$ cat src/sps_pkg.sv
// Package for the sensor poll sequencer: payload types, phase, action and register codes.
package sps_pkg;

  // Largest sensor count that the bus report is taken at.
  localparam logic [3:0] MAX_SENSORS = 4'd8;

  // Sequencer phases.
  localparam logic [1:0] PH_INIT    = 2'd0;
  localparam logic [1:0] PH_REQUEST = 2'd1;
  localparam logic [1:0] PH_READ    = 2'd2;

  // Action codes of a result.
  localparam logic [1:0] ACT_NONE    = 2'd0;
  localparam logic [1:0] ACT_REINIT  = 2'd1;
  localparam logic [1:0] ACT_REQUEST = 2'd2;
  localparam logic [1:0] ACT_READ    = 2'd3;

  // Configuration register indexes.
  localparam int unsigned CFG_IDX_W = 3;
  localparam logic [CFG_IDX_W-1:0] REG_INIT_PERIOD      = 3'd0;
  localparam logic [CFG_IDX_W-1:0] REG_REQUEST_PERIOD   = 3'd1;
  localparam logic [CFG_IDX_W-1:0] REG_READ_PERIOD      = 3'd2;
  localparam logic [CFG_IDX_W-1:0] REG_EXPECTED_SENSORS = 3'd3;
  localparam logic [CFG_IDX_W-1:0] REG_ERROR_LIMIT      = 3'd4;

  // Failed round counter saturation value.
  localparam logic [7:0] FAIL_MAX = 8'd255;

  // One tick of input.
  typedef struct packed {
    logic [31:0]        timestamp;
    logic [3:0]         bus_sensor_count;
    logic               read_ok;
    logic signed [15:0] raw_temp;
  } in_item_t;

  // One result.
  typedef struct packed {
    logic [1:0]         action;
    logic [2:0]         sensor_index;
    logic               read_failed;
    logic signed [15:0] temperature;
    logic               count_report_valid;
    logic [3:0]         reported_count;
  } out_item_t;

endpackage

$ cat src/sps_in_if.sv
// Input channel interface for the sensor poll sequencer.
interface sps_in_if;
  import sps_pkg::*;

  logic     valid;
  logic     ready;
  in_item_t data;

  modport source (output valid, output data, input ready);
  modport sink (input valid, input data, output ready);
endinterface

$ cat src/sps_out_if.sv
// Result channel interface for the sensor poll sequencer.
interface sps_out_if;
  import sps_pkg::*;

  logic      valid;
  logic      ready;
  out_item_t data;

  modport source (output valid, output data, input ready);
  modport sink (input valid, input data, output ready);
endinterface

$ cat src/sensor_poll_sequencer_unit.sv
// Top level of the sensor poll sequencer: tick handling, phase state and result register.
//
//   Channel  | Direction | Handshake        | Payload
//   ---------+-----------+------------------+---------------------------------------------
//   in_if    | sink      | valid / ready    | timestamp, bus_sensor_count, read_ok, raw_temp
//   out_if   | source    | valid / ready    | action, sensor_index, read_failed, temperature,
//            |           |                  | count_report_valid, reported_count
//   cfg_*    | write     | cfg_we           | cfg_idx, cfg_wdata
//
// Every accepted tick yields exactly one result, which appears in the result register in the next cycle.
// One tick is accepted per cycle while out_if does not stall; the rate is set by the single result register.
// A new tick is taken whenever the result register is empty or is drained in the same cycle.
// A stall on out_if holds the result and stops intake until the result is taken.
// Reset (rst_n low, synchronous) loads the default periods and limits and empties the result.
module sensor_poll_sequencer_unit (
  input  logic                            clk,
  input  logic                            rst_n,
  input  logic                            cfg_we,
  input  logic [sps_pkg::CFG_IDX_W-1:0]   cfg_idx,
  input  logic [31:0]                     cfg_wdata,
  sps_in_if.sink                          in_if,
  sps_out_if.source                       out_if
);
  import sps_pkg::*;

  // Configuration registers.
  logic [31:0] init_period_r;
  logic [31:0] request_period_r;
  logic [31:0] read_period_r;
  logic [3:0]  expected_sensors_r;
  logic [7:0]  error_limit_r;

  // Sequencer state.
  logic [1:0]  phase_r,         phase_nxt;
  logic        time_pending_r,  time_pending_nxt;
  logic [31:0] start_time_r,    start_time_nxt;
  logic [3:0]  known_count_r,   known_count_nxt;
  logic [3:0]  next_sensor_r,   next_sensor_nxt;
  logic        round_error_r,   round_error_nxt;
  logic [7:0]  failed_rounds_r, failed_rounds_nxt;

  // Result register.
  logic        out_valid_r;
  out_item_t   out_data_r;
  out_item_t   res_nxt;

  logic        in_fire;

  assign in_if.ready  = !out_valid_r || out_if.ready;
  assign in_fire      = in_if.valid && in_if.ready;
  assign out_if.valid = out_valid_r;
  assign out_if.data  = out_data_r;

  // Configuration writes.
  always_ff @(posedge clk) begin
    if (!rst_n) begin
      init_period_r      <= 32'd1000;
      request_period_r   <= 32'd750;
      read_period_r      <= 32'd10;
      expected_sensors_r <= 4'd1;
      error_limit_r      <= 8'd3;
    end else if (cfg_we) begin
      unique case (cfg_idx)
        REG_INIT_PERIOD:      init_period_r      <= cfg_wdata;
        REG_REQUEST_PERIOD:   request_period_r   <= cfg_wdata;
        REG_READ_PERIOD:      read_period_r      <= cfg_wdata;
        REG_EXPECTED_SENSORS: expected_sensors_r <= cfg_wdata[3:0];
        REG_ERROR_LIMIT:      error_limit_r      <= cfg_wdata[7:0];
        default: ;
      endcase
    end
  end

  // Next state and result for the tick at the input.
  always_comb begin
    logic [31:0] period;
    logic [31:0] elapsed;
    logic [3:0]  cnt;
    logic [7:0]  fails;
    logic        go_init;
    logic        go_request;

    phase_nxt         = phase_r;
    time_pending_nxt  = time_pending_r;
    start_time_nxt    = start_time_r;
    known_count_nxt   = known_count_r;
    next_sensor_nxt   = next_sensor_r;
    round_error_nxt   = round_error_r;
    failed_rounds_nxt = failed_rounds_r;
    res_nxt           = '0;
    go_init           = 1'b0;
    go_request        = 1'b0;
    fails             = failed_rounds_r;

    // Period of the current phase; an unused phase is timed like wait init.
    unique case (phase_r)
      PH_REQUEST: period = request_period_r;
      PH_READ:    period = read_period_r;
      default:    period = init_period_r;
    endcase

    elapsed = in_if.data.timestamp - start_time_r;

    // Saturate the bus count.
    cnt = (in_if.data.bus_sensor_count > MAX_SENSORS) ? MAX_SENSORS
                                                      : in_if.data.bus_sensor_count;

    if (time_pending_r) begin
      // First tick after a state change only latches the time.
      start_time_nxt   = in_if.data.timestamp;
      time_pending_nxt = 1'b0;
    end else if (elapsed >= period) begin
      unique case (phase_r)
        PH_REQUEST: begin
          phase_nxt        = PH_READ;
          time_pending_nxt = 1'b1;
        end
        PH_READ: begin
          if (next_sensor_r < known_count_r) begin
            // Read one sensor.
            res_nxt.action       = ACT_READ;
            res_nxt.sensor_index = next_sensor_r[2:0];
            if (in_if.data.read_ok) begin
              res_nxt.temperature = in_if.data.raw_temp;
            end else begin
              res_nxt.read_failed = 1'b1;
              round_error_nxt     = 1'b1;
            end
            next_sensor_nxt  = next_sensor_r + 4'd1;
            time_pending_nxt = 1'b1;
          end else begin
            // End of round: update the failed round count.
            if (failed_rounds_r < FAIL_MAX) begin
              fails = failed_rounds_r + 8'd1;
            end
            if (known_count_r >= expected_sensors_r && !round_error_r) begin
              fails = 8'd0;
            end
            failed_rounds_nxt = fails;
            if (fails < error_limit_r) begin
              go_request = 1'b1;
            end else begin
              go_init = 1'b1;
            end
          end
        end
        PH_INIT: begin
          if (cnt != 4'd0) begin
            if (cnt != known_count_r) begin
              known_count_nxt            = cnt;
              res_nxt.count_report_valid = 1'b1;
              res_nxt.reported_count     = cnt;
            end
            go_request = 1'b1;
          end else begin
            go_init = 1'b1;
          end
        end
        default: go_init = 1'b1;
      endcase
    end

    // Start a conversion round.
    if (go_request) begin
      next_sensor_nxt  = 4'd0;
      round_error_nxt  = 1'b0;
      res_nxt.action   = ACT_REQUEST;
      phase_nxt        = PH_REQUEST;
      time_pending_nxt = 1'b1;
    end

    // Re-init the bus; the count report is always zero.
    if (go_init) begin
      known_count_nxt            = 4'd0;
      failed_rounds_nxt          = 8'd0;
      res_nxt.action             = ACT_REINIT;
      res_nxt.count_report_valid = 1'b1;
      res_nxt.reported_count     = 4'd0;
      phase_nxt                  = PH_INIT;
      time_pending_nxt           = 1'b1;
    end
  end

  // State update on an accepted transaction.
  always_ff @(posedge clk) begin
    if (!rst_n) begin
      phase_r         <= PH_INIT;
      time_pending_r  <= 1'b1;
      start_time_r    <= 32'd0;
      known_count_r   <= 4'd0;
      next_sensor_r   <= 4'd0;
      round_error_r   <= 1'b0;
      failed_rounds_r <= 8'd0;
    end else if (in_fire) begin
      phase_r         <= phase_nxt;
      time_pending_r  <= time_pending_nxt;
      start_time_r    <= start_time_nxt;
      known_count_r   <= known_count_nxt;
      next_sensor_r   <= next_sensor_nxt;
      round_error_r   <= round_error_nxt;
      failed_rounds_r <= failed_rounds_nxt;
    end
  end

  // Result register valid flag.
  always_ff @(posedge clk) begin
    if (!rst_n) begin
      out_valid_r <= 1'b0;
    end else if (in_fire) begin
      out_valid_r <= 1'b1;
    end else if (out_if.ready) begin
      out_valid_r <= 1'b0;
    end
  end

  // Result payload.
  always_ff @(posedge clk) begin
    if (in_fire) begin
      out_data_r <= res_nxt;
    end
  end

endmodule
$ cat src/flat_wrapper.sv
// flat-port wrapper written by rule: the top's interface ports become plain ports
module sensor_poll_sequencer_unit_flat import sps_pkg::*;
  (clk, rst_n, cfg_we, cfg_idx, cfg_wdata, in_if_valid, in_if_data, in_if_ready, out_if_valid, out_if_data, out_if_ready);
  sps_in_if in_if_i ();
  sps_out_if out_if_i ();
  input  logic clk;
  input  logic rst_n;
  input  logic cfg_we;
  input  logic [sps_pkg::CFG_IDX_W-1:0] cfg_idx;
  input  logic [31:0] cfg_wdata;
  input wire logic [$bits(in_if_i.valid)-1:0] in_if_valid;
  input wire logic [$bits(in_if_i.data)-1:0] in_if_data;
  output wire logic [$bits(in_if_i.ready)-1:0] in_if_ready;
  output wire logic [$bits(out_if_i.valid)-1:0] out_if_valid;
  output wire logic [$bits(out_if_i.data)-1:0] out_if_data;
  input wire logic [$bits(out_if_i.ready)-1:0] out_if_ready;
  assign in_if_i.valid = in_if_valid;
  assign in_if_i.data = in_if_data;
  assign in_if_ready = in_if_i.ready;
  assign out_if_valid = out_if_i.valid;
  assign out_if_data = out_if_i.data;
  assign out_if_i.ready = out_if_ready;
  sensor_poll_sequencer_unit u_core (.clk(clk), .rst_n(rst_n), .cfg_we(cfg_we), .cfg_idx(cfg_idx), .cfg_wdata(cfg_wdata), .in_if(in_if_i), .out_if(out_if_i));
endmodule
$ cat config.mk
export PLATFORM = sky130hd
export DESIGN_NAME = sensor_poll_sequencer_unit_flat
export DESIGN_NICKNAME = d
export VERILOG_FILES = /design/src/sps_pkg.sv /design/src/sps_in_if.sv /design/src/sps_out_if.sv /design/src/sensor_poll_sequencer_unit.sv /design/src/flat_wrapper.sv
export SDC_FILE = /design/constraint.sdc
export NUM_CORES = 1
export LEC_CHECK = 0
export ABC_CLOCK_PERIOD_IN_PS = 5200
export BUFFER_PORTS_ARGS = -buffer_cell sky130_fd_sc_hd__buf_2
export CORE_MARGIN = 2
export CORE_UTILIZATION = 53
export CTS_BUF_LIST = sky130_fd_sc_hd__clkbuf_2
export CTS_CLUSTER_DIAMETER = 150
export DETAILED_ROUTE_END_ITERATION = 10
export HOLD_SLACK_MARGIN = 0.1
export PLACE_DENSITY = 0.8
export SYNTH_ARGS = -nofsm -noshare
export SYNTH_HDL_FRONTEND = slang
export SYNTH_SLANG_ARGS = --single-unit
$ cat constraint.sdc
create_clock -name clk -period 5.2 [get_ports clk]
set_input_delay 1.04 -clock clk [delete_from_list [all_inputs] [get_ports clk]]
set_output_delay 1.04 -clock clk [all_outputs]
set_load 0.05 [all_outputs]
==> impl_metrics.env <==
export IMPL_synth_warnings=0
export IMPL_num_vias=9472
export IMPL_hp_start="in_if_data[38]"
export IMPL_cp_end_kind="flip-flop"
export IMPL_synth_cell_types=66
export IMPL_hold_path_class="primary input to flip-flop"
export IMPL_cp_slowest_cell="a2111o_1"
export IMPL_critical_path_arrival_ns=5.50
export IMPL_grt_pass1_wl_mm=42.57
export IMPL_finalWirelength_mm=25.91
export IMPL_start_kind="flip-flop"
export IMPL_clkSinkCount=188
export IMPL_holdPathStages=3
export IMPL_clk_latency_ns=0.81
export IMPL_stdcell_count=1722
export IMPL_hold_slack_ns=0.4105
export IMPL_clockBufferDepth=2
export IMPL_synth_top_area_cell="dfxtp_1"
export IMPL_drive_above_1_share_pct=15.73
export IMPL_max_stage_delay_ns=0.43
export IMPL_io_pins=122
export IMPL_ir_drop_uv=161.4
export IMPL_postCtsHoldBufs=0
export IMPL_synth_area_leaders="dfxtp_1 31%, nand2_1 12%, ha_1 10%"
export IMPL_numCtsBuffers=17
export IMPL_yosys_top_cells_count="324 x nand2_1, 177 x a21oi_1, 161 x dfxtp_1, 83 x ha_1, 65 x clkbuf_1"
export IMPL_gp_congestion=0.9192
export IMPL_drv_slew=0
export IMPL_antenna_found_initial=2
export IMPL_port_buffers=121
export IMPL_path_clk_slew_ns=0.35
export IMPL_die_w_um=144.0
export IMPL_status="finished, final reports clean"
export IMPL_post_route_period_util_pct=91.87
export IMPL_async_flop_share_pct=0
export IMPL_hold_viol_final=0
export IMPL_synth_nets=1488
export IMPL_min_period_ns=4.777
export IMPL_wl_per_cell_um=15.04
export IMPL_synth_top_area_share_pct=31.01
export IMPL_required_ns=5.92
export IMPL_rsz0062_at_grt="no"
export IMPL_reg2reg_setup_slack_ns=0.42
export IMPL_finalNetCount=1620
export IMPL_drt_pass1_iter_count=5
export IMPL_ys_seq_area_share_pct=38.81
export IMPL_leakagePower_nw=4.721
export IMPL_hpwl_mm=18.41
export IMPL_h_tree_depth=4
export IMPL_tritoncts="done"
export IMPL_syn_area_per_cell_um2=7.928
export IMPL_cts_post_setup_buffers_inserted=0
export IMPL_maxCapViolations=0
export IMPL_critPathMaxFanout=7
export IMPL_cts_resized=0
export IMPL_power_mw=3.186
export IMPL_stdcell_area_mm2=0.01178
export IMPL_worstSetupPathType="flip-flop to flip-flop"
export IMPL_syn_to_final_growth_pct=13.37
export IMPL_ant_nets=0
export IMPL_ys_ff_latch=188
export IMPL_synth_edf_count=27
export IMPL_cp_cell_sequence="inv_1 -> ha_1 -> a2111o_1 -> nor4b_4 -> o31ai_2 -> a2111oi_4 -> o31ai_1 -> a21oi_1 -> xnor2_1 -> ha_1 -> a21o_1 -> a21o_1 -> a21oi_1 -> o22ai_1 -> a22o_1 -> a31oi_1 -> buf_4 -> o21a_1 -> a22o_1"
export IMPL_relSlewSlack_pct=19.04
export IMPL_regToRegStartpoint="u_core.start_time_r[8]"
export IMPL_cts_root_buf="clkbuf_2"
export IMPL_start_util_pct=53.76
export IMPL_worst_slew_pin_slew_ns=1.214
export IMPL_avgViaCountPerCell=5.501
export IMPL_crit_reg2reg_capture="u_core.failed_rounds_r[7]"
export IMPL_yosysMostFrequentCell="nand2_1"
export IMPL_fp_dieH_um=144.0
export IMPL_finClkSkew_ns=0.06290
export IMPL_grt_max_degree=112
export IMPL_grtUsageTotal_pct=25.43
export IMPL_place_area_mm2=0.01154
export IMPL_core_mm2=0.01933
export IMPL_syn_area_mm2=0.01039
export IMPL_power_density_mw_per_mm2=270.4
export IMPL_setup_violations=0
export IMPL_grt_remaining_overflow=0
export IMPL_worst_r2r_cell_count=19
export IMPL_syn_inst=1311
export IMPL_route_detailed_drc=0
export IMPL_fmax_ghz=0.2093
export IMPL_drtIter0Drc=596
export IMPL_rows=51
export IMPL_die_area_mm2=0.02075
export IMPL_grt_pass1_vias=8857
export IMPL_hold_end="u_core.start_time_r[17]"
export IMPL_dp_cells=1689
export IMPL_synthFlopType="dfxtp_1"
==> critical path, delay by kind of cell (launching register included) <==
kind	cells	cell delay, ns
AOI/OAI and AO/OA	13	3.02
and+or+nand+nor	1	0.34
xor gates and xnor gates	1	0.15
buffers and inverters	2	0.26
DFF	1	0.40
adders and majority gates	2	0.55
==> placed cells by master (no fill, tap or decap), drive strengths merged, types with 10 or more instances in the layout <==
master / instances
a21o: 25
a21oi: 177
a22o: 10
a22oi: 32
and2: 25
and3: 10
buf: 183
clkbuf: 18
dfxtp: 161
edfxtp: 27
ha: 83
inv: 70
nand2: 324
nand2b: 15
nand3: 31
nand4: 13
nor2: 41
nor3: 14
o21ai: 56
xnor2: 21
xor2: 11
==> stage by stage <==
step	TNS, ns	setup WS [ns]	utilization [%]
after detailed placement	-7.830	-0.2855	59.70
after global placement	-3.320	-0.1720	59.70
after global routing	0	0.1664	60.95
after CTS	0	0.4460	60.93
final	0	0.4226	60.95
after floorplan	0	0.08175	-
==> flip-flops by register name, summed over array words and instances, names as in the netlist <==
name and flops:
u_core.request_period_r 32, u_core.error_limit_r 8, u_core.start_time_r 32, u_core.expected_sensors_r 4, u_core.known_count_r 4, u_core.time_pending_r 1, u_core.init_period_r 32, u_core.out_if.valid 1
u_core.read_period_r 32, u_core.phase_r 2, u_core.round_error_r 1, u_core.next_sensor_r 4, u_core.failed_rounds_r 8, u_core.out_if.data 27
==> kinds of logic (layout without fill, tap and decap cells) <==
family	count (synthesis)	count (layout)	synth area share, %
xor gates and xnor gates	32	32	2.697
other	0	1	0
DFF	188	188	38.81
and+or+nand+nor	508	508	21.60
muxes	5	5	0.4815
buffers and inverters	133	278	4.887
AOI/OAI and AO/OA	361	361	21.34
adders and majority gates	84	84	10.18
==> worst max path at each step <==
stage / from / end / slack (ns) / cells past startpoint
floorplan: in_if_data[29] / u_core.failed_rounds_r[1] / 0.08 / 18
finish: u_core.start_time_r[8] / u_core.failed_rounds_r[7] / 0.42 / 19
global placement: in_if_data[29] / u_core.failed_rounds_r[1] / -0.17 / 19
global route: u_core.start_time_r[8] / u_core.failed_rounds_r[3] / 0.17 / 19
CTS: u_core.start_time_r[8] / u_core.failed_rounds_r[7] / 0.45 / 19
detailed placement: in_if_data[29] / u_core.failed_rounds_r[6] / -0.29 / 19
==> final cells by class <==
type / instances / area [um^2]
clock buffers: 18 / 90.09
fillers: 1775 / 7551
diodes: 1 / 2.502
repair buffers: 183 / 1084
multi-input cells: 990 / 5857
inverters: 63 / 237.7
clock inverters: 14 / 147.6
flip-flops and latches: 188 / 4034
well taps: 265 / 331.6
==> power breakdown <==
part           internal (mW)  switching (mW)  total, mW
sequential              1.53          0.0246       1.56
clock                  0.159           0.582      0.740
combinational          0.364           0.526      0.890
total                   2.05            1.13       3.19
==> routing by layer <==
layer / part of all wire (%) / track usage [%] / wire, um
met2: 46 / 42.83 / 12040
met1: 46 / 34.10 / 11980
met5: 0 / 0 / 0
met3: 5.9 / 4.305 / 1527
met4: 1.4 / 6.295 / 365
Power figures use the tool's default switching activity.
